--- src/wlf_pkg.sv ---
package wlf_pkg;

   localparam int MAX_POINTS_DEF = 32;
   localparam int DIV_BITS = 128;
   localparam int STEP_W = 8;

   localparam logic [1:0] FIT_OK = 2'd0;
   localparam logic [1:0] FIT_DEGENERATE = 2'd1;
   localparam logic [1:0] FIT_ZERO_SIGMA = 2'd2;
   localparam logic [1:0] FIT_DROPPED = 2'd3;

   localparam logic KIND_POINT = 1'b0;
   localparam logic KIND_SUMMARY = 1'b1;

   typedef struct packed {
      logic signed [15:0] x_value;
      logic signed [15:0] y_value;
      logic [15:0] y_error;
      logic final_point;
   } req_item_type;

   typedef struct packed {
      logic signed [15:0] x_value;
      logic signed [15:0] y_value;
      logic [15:0] y_error;
   } point_type;

   typedef struct packed {
      logic item_kind;
      logic [5:0] point_index;
      logic signed [31:0] fitted_y;
      logic signed [31:0] residual_value;
      logic signed [31:0] slope;
      logic [31:0] slope_error;
      logic signed [31:0] intercept;
      logic [31:0] intercept_error;
      logic [47:0] chi_square;
      logic [1:0] fit_status;
      logic last_result;
   } rsp_item_type;

   typedef struct packed {
      logic start;
      logic [STEP_W-1:0] steps;
   } div_ctl_type;

   function automatic logic signed [63:0] sat_add64(input logic signed [63:0] a,
                                                    input logic signed [63:0] b);
      logic signed [63:0] s;
      s = a + b;
      if (a[63] == b[63] && s[63] != a[63]) begin
         sat_add64 = a[63] ? {1'b1, 63'b0} : {1'b0, {63{1'b1}}};
      end else begin
         sat_add64 = s;
      end
   endfunction

   function automatic logic [31:0] quot_sat(input logic [DIV_BITS-1:0] q, input logic neg);
      logic big;
      big = |q[DIV_BITS-1:32];
      if (!neg) begin
         quot_sat = (big || q[31]) ? 32'h7FFF_FFFF : q[31:0];
      end else begin
         quot_sat = (big || (q[31] && (|q[30:0]))) ? 32'h8000_0000 : (32'd0 - q[31:0]);
      end
   endfunction

endpackage

--- src/wlf_div.sv ---
module wlf_div (
   input  logic clock,
   input  logic reset,
   input  wlf_pkg::div_ctl_type ctl,
   input  logic [wlf_pkg::DIV_BITS-1:0] dividend,
   input  logic [wlf_pkg::DIV_BITS-1:0] divisor,
   output logic done,
   output logic [wlf_pkg::DIV_BITS-1:0] quotient
);
   localparam int W = wlf_pkg::DIV_BITS;

   logic run_ff, run_in;
   logic done_ff, done_in;
   logic [wlf_pkg::STEP_W-1:0] cnt_ff, cnt_in;
   logic [W-1:0] n_ff, n_in, r_ff, r_in, q_ff, q_in, d_ff, d_in;
   logic [W-1:0] r_shift;
   logic ge;

   always_comb begin
      r_shift = {r_ff[W-2:0], n_ff[W-1]};
      ge = (r_shift >= d_ff);
      run_in = run_ff;
      done_in = 1'b0;
      cnt_in = cnt_ff;
      n_in = n_ff;
      r_in = r_ff;
      q_in = q_ff;
      d_in = d_ff;
      if (ctl.start) begin
         run_in = 1'b1;
         cnt_in = ctl.steps;
         n_in = dividend;
         d_in = divisor;
         r_in = '0;
         q_in = '0;
      end else if (run_ff) begin
         r_in = ge ? (r_shift - d_ff) : r_shift;
         q_in = {q_ff[W-2:0], ge};
         n_in = {n_ff[W-2:0], 1'b0};
         cnt_in = cnt_ff - 1'b1;
         if (cnt_ff == 1) begin
            run_in = 1'b0;
            done_in = 1'b1;
         end
      end
   end

   always_ff @(posedge clock) begin
      if (reset) begin
         run_ff <= 1'b0;
         done_ff <= 1'b0;
         cnt_ff <= '0;
      end else begin
         run_ff <= run_in;
         done_ff <= done_in;
         cnt_ff <= cnt_in;
      end
      n_ff <= n_in;
      r_ff <= r_in;
      q_ff <= q_in;
      d_ff <= d_in;
   end

   assign done = done_ff;
   assign quotient = q_ff;

endmodule

--- config.mk ---
export PLATFORM = sky130hd
export DESIGN_NAME = wlf_div
export DESIGN_NICKNAME = d
export VERILOG_FILES = /design/src/wlf_pkg.sv /design/src/wlf_div.sv
export SDC_FILE = /design/constraint.sdc
export NUM_CORES = 1
export LEC_CHECK = 0
export BUFFER_PORTS_ARGS = -buffer_cell sky130_fd_sc_hd__buf_2
export CORE_ASPECT_RATIO = 0.8
export CORE_UTILIZATION = 59
export DETAILED_ROUTE_END_ITERATION = 12
export HOLD_SLACK_MARGIN = 0.08
export PLACE_DENSITY = 0.79
export SKIP_CTS_REPAIR_TIMING = 1
export SYNTH_ARGS = -nofsm -noshare
export SYNTH_HDL_FRONTEND = slang
export SYNTH_SLANG_ARGS = --single-unit
--- constraint.sdc ---
create_clock -name clock -period 5.9 [get_ports clock]
set_clock_uncertainty 0.2 [all_clocks]
set_input_delay 0.295 -clock clock [delete_from_list [all_inputs] [get_ports clock]]
set_output_delay 0.295 -clock clock [all_outputs]
set_load 0.01 [all_outputs]
==> summary.txt <==
Floorplan
  • Starting Density: 0.6048
  • Core Area: 47,530 um^2
  • IO Count: around 400
  • Row cnt: 71
  • Die width: 248.8 um
  • Die Height: around 200 um
  • Full die area: 49,620 um^2

Global route
  • GRT Total Usage: 0.2988
  • First-pass GRT wire length: 120,000 um
  • GRT Residual Overflow: 0
  • Initial antenna violation count: 2
  • Pin count of the biggest net entering global routing: 184
  • Vias in the first global route: approximately 23k

Placement
  • DP Area: 30,950 um^2
  • RePlAce Congestion: 1.001
  • Post-DP HPWL: 56,490 um
  • Placed cells: 3,900
  • Worst slack, placed: 1196 ps
  • I/O Buffers: 395

STA
  • Final setup viols: 0
  • Final min period: between 4000 and 5000 ps
  • Relative slew margins: 0.1769
  • FMAX: between 200 and 250 MHz
  • Slew @ Worst Pin: 1235 ps
  • TNS Setup: 0 ps
  • Final worst path period share: 0.8321
  • WHS: ~190 ps
  • Slew Limit Fails: 0
  • Unrepaired setup endpoints after global routing: false
  • Fin. Hold Viols: 0
  • Worst setup margin: a little under 1000 ps

CTS
  • CTS Sinks: between 500 and 600
  • H-Tree Depth: 2
  • Max Buffers Root-to-Sink: 3
  • Cts bufs inserted: 50
  • CTS tree: yes
  • Root Driver: clkbuf_16
  • Worst skew pair latency: 620 ps
  • Clk pin slew, worst setup/hold paths: about 70 ps

Run status
  • Outcome: complete, no violations

Drt
  • Via count: between 20k and 30k
  • Final WL: 91,300 um
  • Residual DRC count: 0
  • Drt wl/cell: 21.37 um
  • Vias per std cell: 6.136
  • Pre-antenna DRT Iters: 6
  • Post-route ant nets: 0
  • Starting DRT DRC Count: between 2k and 3k

Logic synthesis
  • Synth cell types: 80
  • Ys async rst share: 0
  • Dominant cells by area after synthesis: edfxtp_1 (27%), dfxtp_1 (18%), ha_1 (5.7%)
  • YS warnings: 0
  • Sequential-to-total area share from yosys stat: 0.4520
  • Cell count after synthesis: about 3k
  • Syn_nets: about 3.4k
  • Most common flop cell mapped by yosys: dfxtp_1
  • Area share of the largest cell type after synthesis: 0.2674
  • Top cell type by total area after synthesis: edfxtp_1
  • #FFs+latches synth: 521
  • Mean Syn Cell Area: 9.425 um^2
  • Post-synth EDFFs: 256
  • Mapped cell area: between 20,000 and 30,000 um^2

Setup path
  • CP endpoint kind: flop
  • CP max FO: 4
  • Worst path arrival time: 5200 ps
  • Critical path cell sequence: inv_1, ha_1, fa_1, nand2b_1, a21oi_1, o21ai_0, a31oi_1, o211ai_1, a2111oi_0, nor3_1, o41ai_1, a41oi_1, mux2i_1, a221o_1
  • Buf+Inv Stages, Crit Path: 1
  • Cell family with most CP delay: compound AO/OA/AOI/OAI gates
  • CP startpoint kind: flop
  • Critical path's slowest cell: o41ai_1
  • CP Class: flop to flop
  • CP max stage delay: 680 ps
  • CP Data Required Time: 6190 ps

Finish
  • Layout cell share with drive strength beyond 1: 0.1763
  • Layout Cells excl Fill: 4,273
  • Final Instance Area: around 36,000 um^2
  • Area Growth Syn to Fin: 23.50%
  • Final net count: approximately 4.0k

Power
  • Peak supply drop: 0.0002446 V
  • Static Leak: about 15 nW
  • Power Density: between 200 and 300 nW/um^2

Min path
  • Hold crit path type: input port to flop

Job
  • Max-cap violations: 0
[synth_stat cells, drive strengths merged (58+ instances only)]
master / n
a211oi: 73
a21oi: 273
clkbuf: 131
dfxtp: 265
edfxtp: 256
ha: 130
inv: 178
mux2: 130
mux2i: 159
nand2: 199
nand4: 71
nor2: 418
o21ai: 158
xor2: 58
[layout make-up]
type | count | area [um^2]
Timing Repair Buffer | 693 | 4950
Antenna cell | 1 | 2.502
Fill cell | 3182 | 12030
Inverter | 178 | 670.6
Tap cell | 620 | 775.7
Multi-Input combinational cell | 2168 | 14360
Clock buffer | 59 | 1328
Sequential cell | 521 | 13000
Clock inverter | 33 | 421.7
[final timing paths]
| path | from | end | slack (ps) | cells past startpoint |
|---|---|---|---|---|
| max | n_ff[127] | r_ff[126] | 990 | 14 |
| min | divisor[46] | d_ff[46] | 190 | 2 |
| max reg2reg | n_ff[127] | r_ff[126] | 990 | 14 |
| min reg2reg | quotient[0] | quotient[0] | 300 | 2 |
[report_power, final]
| part | leakage (nW) | total, mW | switching, mW | internal (mW) |
|---|---|---|---|---|
| Combinational | 9.52 | 1.92 | 1.13 | 0.781 |
| Sequential | 4.70 | 4.19 | 0.135 | 4.06 |
| Clock | 0.856 | 3.53 | 1.54 | 1.99 |
[per-stage QoR]
step,power (mW),utilization
after detailed placement,5.879,0.6511
final,9.637,0.7470
after global routing,9.943,0.7469
after global placement,5.838,0.6511
after floorplan,5.412,-
after CTS,9.316,0.6879
[logic make-up (layout without fill, tap and decap cells)]
| group | Yosys count | count (layout) | share of synthesized area |
|---|---|---|---|
| mux | 289 | 289 | 0.1063 |
| simple gates | 848 | 848 | 0.1300 |
| fa+ha+maj | 131 | 131 | 0.05728 |
| xor+xnor | 112 | 112 | 0.03412 |
| compound gates | 788 | 788 | 0.1718 |
| buf+inv | 361 | 963 | 0.04862 |
| other cells | 0 | 1 | 0 |
| flops | 521 | 521 | 0.4520 |
[worst register-to-register path, delay by kind of cell, from the launching register on]
kind / cells / cell delay (ps)
compound gates: 8 / 2890
fa+ha+maj: 2 / 650
simple gates: 2 / 420
flops: 1 / 400
mux: 1 / 170
buf+inv: 1 / 70
[state kept, by name, indices dropped and copies added, names as in the netlist]
| signal | cells |
|---|---|
| r_ff | 127 |
| n_ff | 128 |
| cnt_ff | 8 |
| run_ff | 1 |
| quotient | 128 |
| done | 1 |
| d_ff | 128 |
[placed cells by master, fill, tap and decap left out, drive strengths merged, types with 10 or more instances in the layout]
cell type | synthesis | final
nor2 | 418 | 418
buf | 52 | 413
dlygate4sd3 | 0 | 280
a21oi | 273 | 273
dfxtp | 265 | 265
edfxtp | 256 | 256
nand2 | 199 | 199
inv | 178 | 186
mux2i | 159 | 159
o21ai | 158 | 158
mux2 | 130 | 130
ha | 130 | 130
a211oi | 73 | 73
nand4 | 71 | 71
clkbuf | 131 | 59
xor2 | 58 | 58
xnor2 | 54 | 54
a21o | 42 | 42
nor3 | 42 | 42
o21bai | 41 | 41
o211ai | 36 | 36
a31oi | 29 | 29
nor2b | 28 | 28
o21a | 19 | 19
nand3 | 17 | 17
nand2b | 17 | 17
clkinv | 0 | 15
a21boi | 13 | 13
nor4 | 12 | 12
o22ai | 12 | 12
o31ai | 11 | 11
or3 | 10 | 10
a221oi | 10 | 10
[per-layer routing]
layer	part of all wire	GRT usage	wire, um
met4	0.042	0.08190	3790
met2	0.47	0.4788	43080
met3	0.082	0.04585	7449
met5	0.00019	0	17
met1	0.40	0.4215	36970
Power figures use the tool's default switching activity.
