`config.mk`:
```
export PLATFORM = sky130hd
export DESIGN_NAME = wlf_sqrt
export DESIGN_NICKNAME = d
export VERILOG_FILES = /design/src/wlf_sqrt.sv
export SDC_FILE = /design/constraint.sdc
export NUM_CORES = 1
export LEC_CHECK = 0
export BUFFER_PORTS_ARGS = -buffer_cell sky130_fd_sc_hd__buf_2
export CAP_MARGIN = 10
export CORE_MARGIN = 2
export CORE_UTILIZATION = 30
export DETAILED_ROUTE_END_ITERATION = 10
export GPL_TIMING_DRIVEN = 1
export PLACE_DENSITY = 0.45
export SYNTH_ARGS = -nofsm -noshare
export SYNTH_HDL_FRONTEND = slang
export SYNTH_SLANG_ARGS = --single-unit
```
`constraint.sdc`:
```
create_clock -name clock -period 10.6 [get_ports clock]
set_clock_uncertainty 0.05 [all_clocks]
set_input_delay 0 -clock clock [delete_from_list [all_inputs] [get_ports clock]]
set_output_delay 0 -clock clock [all_outputs]
set_load 0.1 [all_outputs]
```
`src/wlf_sqrt.sv`:
```
module wlf_sqrt (
   input  logic clock,
   input  logic reset,
   input  logic start,
   input  logic [63:0] value,
   output logic done,
   output logic [31:0] root
);
   logic run_ff, run_in;
   logic done_ff, done_in;
   logic [63:0] v_ff, v_in, res_ff, res_in, bit_ff, bit_in;
   logic [63:0] trial;

   always_comb begin
      trial = res_ff + bit_ff;
      run_in = run_ff;
      done_in = 1'b0;
      v_in = v_ff;
      res_in = res_ff;
      bit_in = bit_ff;
      if (start) begin
         run_in = 1'b1;
         v_in = value;
         res_in = '0;
         bit_in = 64'd1 << 62;
      end else if (run_ff) begin
         if (v_ff >= trial) begin
            v_in = v_ff - trial;
            res_in = (res_ff >> 1) + bit_ff;
         end else begin
            res_in = res_ff >> 1;
         end
         bit_in = bit_ff >> 2;
         if (bit_ff[0]) begin
            run_in = 1'b0;
            done_in = 1'b1;
         end
      end
   end

   always_ff @(posedge clock) begin
      if (reset) begin
         run_ff <= 1'b0;
         done_ff <= 1'b0;
      end else begin
         run_ff <= run_in;
         done_ff <= done_in;
      end
      v_ff <= v_in;
      res_ff <= res_in;
      bit_ff <= bit_in;
   end

   assign done = done_ff;
   assign root = res_ff[31:0];

endmodule

```
==> results.cfg, run 1 <==
[logic_synthesis]
ys.flop_type = dfxtp_1
synth_cell_types = 94
avgSynthCellArea_um2 = 7.89
synthCells = 1956
synthTopCellsByArea = dfxtp_1 13%, edfxtp_1 12%, ha_1 11%
synthArstFlopShare = 0
yosysMostFrequentCell = nand2_1
netlist_top_cells_count = 203 x nand2_1, 195 x nor2_1, 166 x o21ai_0
synth_nets = 2154
synth_top_area_cell = dfxtp_1
synth_area_mm2 = 0.0154
synth-seq-cells = 162
synth_seq_area_share = 0.252
yosysTopAreaCellShare = 0.127
ys_warn_count = 0
synth-edff-count = 64

[timing]
worst_slack_ps = 3150
finalMaxSlewViolations = 0
max_freq_mhz = 134
finalHoldViolCount = 0
period_needed_ps = 7450
setup_tns_ps = 0
worst_slew_margin_rel = 0.440
grt_setup_unrepaired = false
report.final.setup_viol = 0
post-route-period-util = 0.703
worst_pin_slew_ps = 834

[global_route]
grt-busiest-layer = met2
grt-ovfl-total = 0
globalRouteMet1Util = 0.277
grt_pass1_wl_mm = 81.5
met2_usage = 0.309
grt_pass1_vias = 14067
grt_use_total = 0.197
grt_max_degree = 72
antenna_found_initial = 0
grt.met3_usage = 0.0390

[clock_tree]
cts_tree = built
numCtsBuffers = 17
clkTransAtPathRegs_ps = 60
cts_root_buf = clkbuf_16
htree_num_levels = 4
cts.sink_count = 162
clk_latency_ps = 500
clockBufferDepth = 2

[critical_path]
crit_path_end_kind = register
cp.required_ps = 10660
slowest_delay_ps = 750
r2r-start = bit_ff[0]
startpoint = bit_ff[0]
path_delay_family = compound AO/OA/AOI/OAI gates
worstPathArrival_ps = 7510
path_cells = ha_1 -> ha_1 -> a21oi_1 -> o21ai_0 -> a221o_1 -> a21oi_1 -> o41ai_2 -> a22oi_2 -> o41ai_4 -> a21oi_2 -> nor4b_1 -> a311oi_1 -> ha_1 -> nand4_1 -> nor4_1 -> nand4_1 -> a21oi_2 -> nor2_4 -> buf_4 -> o21ai_4 -> buf_4
critPathLaunchType = register
crit_buf_inv = 2
crit_fanout = 70
crit_path_frequent_cell = ha_1
crit_type = register to register
slowest_stage = buf_4

[detailed_routing]
wire_per_inst_um = 19.2
via_per_inst = 5.42
drtPass1Iterations = 7
drtIter0Drc = 1122
wirelength_mm = 52.1
dr_total_vias = 14720
ant_nets = 0
drc = 0

[pwr]
p_switching_w = 0.00168
netSwitchingFraction = 0.464
seqPwrFrac = 0.257
p_per_area_mw_per_mm2 = 205
power.leakage_nw = 6.70
ir_drop_uv = 122
power_frac_comb = 0.559
internal-power_w = 0.00194
clkPwrFrac = 0.184

[floorplan]
initial_core_util = 0.302
fp.dieW_um = 231
core_area_mm2 = 0.0511
num_rows = 83
fp.dieH_um = 231
die-area_mm2 = 0.0533
io_pins = 100

[hold_path]
min_path_type = input port to register
hold_start = reset

[placed_design]
dp_slack_ps = 3160
hpwl_mm = 39.4
gp_congestion = 0.833
io_buffers = 99

[job]
max-cap-violations = 0

[layout]
area_growth_pct = 14.2
fin_nets = 2219
diodes = 0
nFillCells = 5402
drive_gt1_frac = 0.0993

[status]
outcome = complete, no violations
## power groups by stage
stage	registers, W	logic, W	clock network, W
CTS	0.000931	0.00202	0.000690
finish	0.000930	0.00203	0.000665
floorplan	0.000884	0.00153	0
global placement	0.000944	0.00196	0
global route	0.000945	0.00225	0.000713
detailed placement	0.000944	0.00196	0
## routing by layer
metal | part of all wire | vias to the layer above
li1 | - | 7348
met4 | 0.012 | 0
met5 | 0 | -
met2 | 0.45 | 337
met3 | 0.046 | 37
met1 | 0.50 | 6998
## layout make-up
class,instances,area (um2),area share
Clock buffer,22,518,0.0294
Clock inverter,10,90.1,0.00511
Inverter,41,154,0.00873
Multi-Input combinational cell,1603,10700,0.606
Sequential cell,162,3890,0.220
Tap cell,680,851,0.0483
Timing Repair Buffer,196,1450,0.0820
## per-stage QoR
stage	total power (W)	std cells	area (um2)	utilization	hold slack (ps)
after floorplan	0.00242	1956	15400	-	22.4
after global placement	0.00291	2596	16200	0.316	137
after detailed placement	0.00290	2596	16200	0.316	131
after CTS	0.00364	2714	17600	0.345	140
after global routing	0.00391	2714	17600	0.345	170
final	0.00362	2714	17600	0.345	182
## cell usage in the layout, fill, tap and decap left out, drive strengths merged, types with 13 or more instances in the layout
cell type      n
nand2        204
nor2         197
o21ai        176
a21oi        134
ha           130
buf          110
dfxtp         98
dlygate4sd3   86
xnor2         84
xor2          69
a31oi         69
edfxtp        64
a21o          50
a211oi        47
mux2i         45
inv           45
nand4         44
nand3         43
nor3          29
o21bai        23
clkbuf        22
and2          18
or3           17
nor2b         16
and3          15
a31o          14
o21a          13
## kinds of logic after synthesis
family	share of synthesized area
compound gates	0.275
simple gates	0.190
xor+xnor	0.0868
mux	0.0328
fa+ha+maj	0.107
flops	0.252
buf+inv	0.0571
## flip-flops by register name, indices dropped and copies added, names as in the netlist
signal,flops
bit_ff,32
done,1
res_ff,64
run_ff,1
v_ff,64
## worst paths after layout
kind,end,slack (ps),cells after the start
setup / recovery,v_ff[31],3150,21
setup reg to reg,v_ff[31],3150,21
hold reg to reg,res_ff[0],460,2
hold / removal,run_ff,180,3
## worst min-delay path: cells and delay by family
kind	cells	cell delay, ps
buf+inv	2	650
simple gates	1	40
## repair_timing
action,4_1_cts,5_1_grt
hold buffers,86,0
buffers inserted,0,0
hold endpoints to repair,82,0
resized for setup,0,0
Power figures use the tool's default switching activity.
==> run 2, diff against run 1 <==
--- a/config.mk
+++ b/config.mk
@@ -5,6 +5,7 @@
 export SDC_FILE = /design/constraint.sdc
 export NUM_CORES = 1
 export LEC_CHECK = 0
+export ABC_AREA = 1
 export BUFFER_PORTS_ARGS = -buffer_cell sky130_fd_sc_hd__buf_2
 export CAP_MARGIN = 10
 export CORE_MARGIN = 2
==> constraint.sdc (replaced) <==
create_clock -name clock -period 7.4 [get_ports clock]
set_clock_uncertainty 0.05 [all_clocks]
set_input_delay 0 -clock clock [delete_from_list [all_inputs] [get_ports clock]]
set_output_delay 0 -clock clock [all_outputs]
set_load 0.1 [all_outputs]
==> results.cfg, run 2 <==
[layout]
top_regs = res_ff (64), v_ff (64), bit_ff (32)
area_growth_pct = 11.2
stdcell_area_mm2 = 0.0224
layout_common_cells = 1224 x nand2_1, 488 x inv_1, 452 x nor2_1
drive_gt1_frac = 0.0516
fin_nets = 3867
mostFrequentLayoutCell = nand2_1

[critical_path]
crit_fanout = 64
cp.required_ps = 7690
slowest_delay_ps = 670
cp.depth = 24
crit_type = register to register
slowest_stage = buf_4
path_delay_family = simple AND/OR/NAND/NOR gates
crit_path_frequent_cell = nand2_1
critPathLaunchType = register
reg2reg_depth = 24
worstPathArrival_ps = 5790
path_cells = ha_1 -> nand2_1 -> o21ai_0 -> nor2_1 -> nor2_1 -> or2_2 -> nand2_1 -> nand2_1 -> nand3_1 -> nand2_1 -> xnor2_1 -> ha_1 -> nand2_1 -> nor2_1 -> nand3_1 -> nor2_1 -> nand4_1 -> nand3_2 -> nand2_2 -> nand2_2 -> buf_4 -> nand2_1 -> nand3_1 -> a21oi_1
crit_path_end_kind = register
crit_buf_inv = 1

[clock_tree]
htree_num_levels = 4
numCtsBuffers = 17
cts_root_buf = clkbuf_16
cts_tree = built
post_cts_resized = 0
clockBufferDepth = 2
clk_latency_ps = 510
clkTransAtPathRegs_ps = 80
cts.sink_count = 162

[detailed_routing]
wire_per_inst_um = 19.3
drc = 0
via_per_inst = 4.99
drtPass1Iterations = 6
dr_total_vias = 22676
wirelength_mm = 87.8
ant_nets = 0
drtIter0Drc = 1503

[global_route]
grt_max_degree = 82
grt-ovfl-total = 0
grt_pass1_vias = 22267
grt_pass1_wl_mm = 133
antenna_found_initial = 1
grt_use_total = 0.252

[timing]
worst_pin_slew_ps = 985
grt_setup_unrepaired = false
period_needed_ps = 5500
post-route-period-util = 0.743
finalMaxSlewViolations = 0
hold_slack_ps = 129
setup_tns_ps = 0
report.final.setup_viol = 0
finalHoldViolCount = 0
worst_slew_margin_rel = 0.343
max_freq_mhz = 182
worst_slack_ps = 1900

[logic_synthesis]
synthArstFlopShare = 0
synth_area_mm2 = 0.0201
synthTopCellsByArea = nand2_1 23%, dfxtp_1 9.7%, edfxtp_1 9.5%
synth-edff-count = 64
ys.flop_type = dfxtp_1
avgSynthCellArea_um2 = 5.61
synth_seq_area_share = 0.193
synth_nets = 3788
yosysMostFrequentCell = nand2_1
synth_top_area_cell = nand2_1
synth-seq-cells = 162
netlist_top_cells_count = 1225 x nand2_1, 488 x inv_1, 452 x nor2_1
yosysTopAreaCellShare = 0.228
synth_cell_types = 44
synthCells = 3590
ys_warn_count = 0

[floorplan]
fp.dieW_um = 263
num_rows = 94
die-area_mm2 = 0.0692
core_area_mm2 = 0.0661
initial_core_util = 0.305
io_pins = 100
fp.dieH_um = 263

[placed_design]
gp_congestion = 0.986
placedInstanceArea_mm2 = 0.0212
dp_slack_ps = 1980
io_buffers = 99
hpwl_mm = 71.8

[status]
outcome = complete, no violations

[pwr]
ir_drop_uv = 242
p_per_area_mw_per_mm2 = 361
power.leakage_nw = 10.1
finalPower_w = 0.00808

[hold_path]
min_path_type = input port to register
hold_depth = 2

[job]
max-cap-violations = 0
run 2: final cells by class:
cell class / count / area (um2)
fill: 7646 / 43700
multi-input combinational: 2815 / 13700
sequential: 162 / 3890
inverter: 494 / 1860
timing repair buffer: 179 / 1270
tap: 864 / 1080
clock buffer: 18 / 429
clock inverter: 14 / 115
antenna: 1 / 2.50
run 2: kinds of logic (layout without fill, tap and decap cells):
| group | after synthesis | in the layout | share of synthesized area |
|---|---|---|---|
| buf+inv | 613 | 705 | 0.125 |
| compound gates | 470 | 470 | 0.127 |
| fa+ha+maj | 131 | 131 | 0.0818 |
| xor+xnor | 101 | 101 | 0.0439 |
| simple gates | 2113 | 2113 | 0.430 |
| other cells | 0 | 1 | 0 |
| flops | 162 | 162 | 0.193 |
run 2: routing by layer:
layer  up-vias  GRT usage  routed length [um]
met1     10417      0.335               40700
met4         0      0.101                3180
met2       546      0.423               40700
li1      11586          -                   -
met3       127     0.0195                3250
met5         -          0                   0
run 2: final timing paths:
check / endpoint / start / slack, ps
setup reg to reg: res_ff[20] / res_ff[4] / 1900
hold / removal: v_ff[29] / start / 130
setup / recovery: res_ff[20] / res_ff[4] / 1900
hold reg to reg: res_ff[0] / res_ff[0] / 450
run 2: where the power goes:
group,internal [W],switching [W]
Clock,0.000440,0.000482
Sequential,0.00128,0.000397
Combinational,0.00173,0.00375
run 2: worst reg2reg max path, delay by kind of cell, from the launching register on:
family	cells	cell delay, ps
xor+xnor	1	190
simple gates	18	3000
compound gates	2	200
buf+inv	1	670
flops	1	520
fa+ha+maj	2	720
run 2: timing repair:
action                                 CTS  global route
setup buffers                            0             0
endpoints found under the hold margin   66             0
hold buffers                            65             0
run 2: metrics by stage:
step | utilization | cells
2_1_floorplan | - | 3590
3_3_place_gp | 0.321 | 4449
3_5_place_dp | 0.321 | 4449
4_1_cts | 0.339 | 4546
5_1_grt | 0.339 | 4546
6_report | 0.339 | 4547
==> run 3, diff against run 2 <==
==> constraint.sdc (replaced) <==
create_clock -name clock -period 5.67 [get_ports clock]
set_clock_uncertainty 0.05 [all_clocks]
set_input_delay 0 -clock clock [delete_from_list [all_inputs] [get_ports clock]]
set_output_delay 0 -clock clock [all_outputs]
set_load 0.1 [all_outputs]
==> results.cfg, run 3 (same netlist as run 2, synthesis figures left out) <==
[status]
outcome = complete, no violations

[clock_tree]
cts_tree = built
htree_num_levels = 4
clk_latency_ps = 520
cts_root_buf = clkbuf_16
clkTransAtPathRegs_ps = 80
post_cts_resized = 0
cts.sink_count = 162
numCtsBuffers = 17
clockBufferDepth = 2

[layout]
fin_nets = 3896
drive_gt1_frac = 0.0590
area_growth_pct = 12.6
nFillCells = 7631
stdcell_area_mm2 = 0.0227
regArea_mm2 = 0.00389
diodes = 0
mostFrequentLayoutCell = nand2_1
top_regs = res_ff (64), v_ff (64), bit_ff (32)
layout_common_cells = 1224 x nand2_1, 488 x inv_1, 452 x nor2_1
multiInputGateArea_mm2 = 0.0137
fin_util = 0.343

[floorplan]
num_rows = 94
fp.dieW_um = 263
fp.dieH_um = 263
initial_core_util = 0.305
io_pins = 100
core_area_mm2 = 0.0661
die-area_mm2 = 0.0692

[critical_path]
slowest_stage = ha_1
crit_path_end_kind = register
crit_buf_inv = 2
cp.required_ps = 5840
worstPathArrival_ps = 5180
path_cells = ha_1 -> nand2_1 -> o21ai_1 -> o21bai_1 -> nor2_1 -> o21ai_1 -> buf_4 -> nand2_1 -> nand2_1 -> xor2_1 -> ha_1 -> nand2_1 -> nor2_1 -> nand3_1 -> nor2_1 -> nand4_1 -> nand3_2 -> nand2_2 -> nand2_2 -> nand2_2 -> nand2_4 -> buf_4
critPathLaunchType = register
slowest_delay_ps = 400
crit_path_frequent_cell = nand2_1
crit_fanout = 19
crit_type = register to register
path_delay_family = simple AND/OR/NAND/NOR gates

[detailed_routing]
dr_total_vias = 22716
dr_wl_met3_mm = 3.58
drtPass1Iterations = 5
ant_nets = 0
wire_per_inst_um = 19.3
wirelength_mm = 88.1
drc = 0
drtIter0Drc = 1676
met1Wirelength_mm = 40.8
wl_met2_mm = 40.5
via_per_inst = 4.97
top_layer = met4

[timing]
period_needed_ps = 5010
grt_setup_unrepaired = false
report.final.setup_viol = 0
finalMaxSlewViolations = 0
worst_slew_margin_rel = 0.351
finalHoldViolCount = 0
setup_tns_ps = 0
max_freq_mhz = 200
post-route-period-util = 0.883
worst_pin_slew_ps = 973

[hold_path]
min_path_type = input port to register

[pwr]
p_per_area_mw_per_mm2 = 473
power.leakage_nw = 10.3
finalPower_w = 0.0107
ir_drop_uv = 313

[global_route]
grt-ovfl-total = 0
antenna_found_initial = 1
grt_pass1_vias = 22209
grt_max_degree = 83
grt_pass1_wl_mm = 131
grt_use_total = 0.252

[placed_design]
gp_congestion = 1.01
placedInstanceArea_mm2 = 0.0214
io_buffers = 99
hpwl_mm = 72.0

[job]
max-cap-violations = 0
-- run 3: what timing repair did --
item,CTS,global route
hold endpoints to repair,66,0
hold buffers,65,0
setup buffers,0,0
-- run 3: path summary, 6_finish.rpt --
path / startpoint / end / slack [ps] / depth (start not counted)
setup / recovery: bit_ff[12] / v_ff[42] / 660 / 22
hold / removal: start / v_ff[19] / 110 / 2
setup reg to reg: bit_ff[12] / v_ff[42] / 660 / 22
hold reg to reg: res_ff[0] / res_ff[0] / 450 / 2
-- run 3: final cells by class --
type	instances	area share
clock buffers	20	0.0206
clock inverters	12	0.00497
inverters	494	0.0819
multi-input cells	2815	0.606
flip-flops and latches	162	0.172
well taps	864	0.0477
repair buffers	208	0.0669
-- run 3: where the power goes --
group | total [W] | switching [W] | internal [W] | leakage, nW
Clock | 0.00126 | 0.000641 | 0.000615 | 0.281
Sequential | 0.00207 | 0.000395 | 0.00167 | 1.44
Combinational | 0.00739 | 0.00506 | 0.00232 | 8.59
Total | 0.0107 | 0.00610 | 0.00461 | 10.3
-- run 3: per-layer routing --
metal / GRT usage / up-vias
li1: - / 11660
met1: 0.331 / 10348
met2: 0.423 / 578
met3: 0.0254 / 130
met4: 0.0979 / 0
met5: 0 / -
-- run 3: stage by stage --
stage / hold slack [ps] / instances / setup slack, ps
floorplan: 19.1 / 3590 / 533
global placement: 116 / 4478 / 637
detailed placement: 115 / 4478 / 628
CTS: 90.0 / 4575 / 605
global route: 123 / 4575 / 241
finish: 114 / 4575 / 662
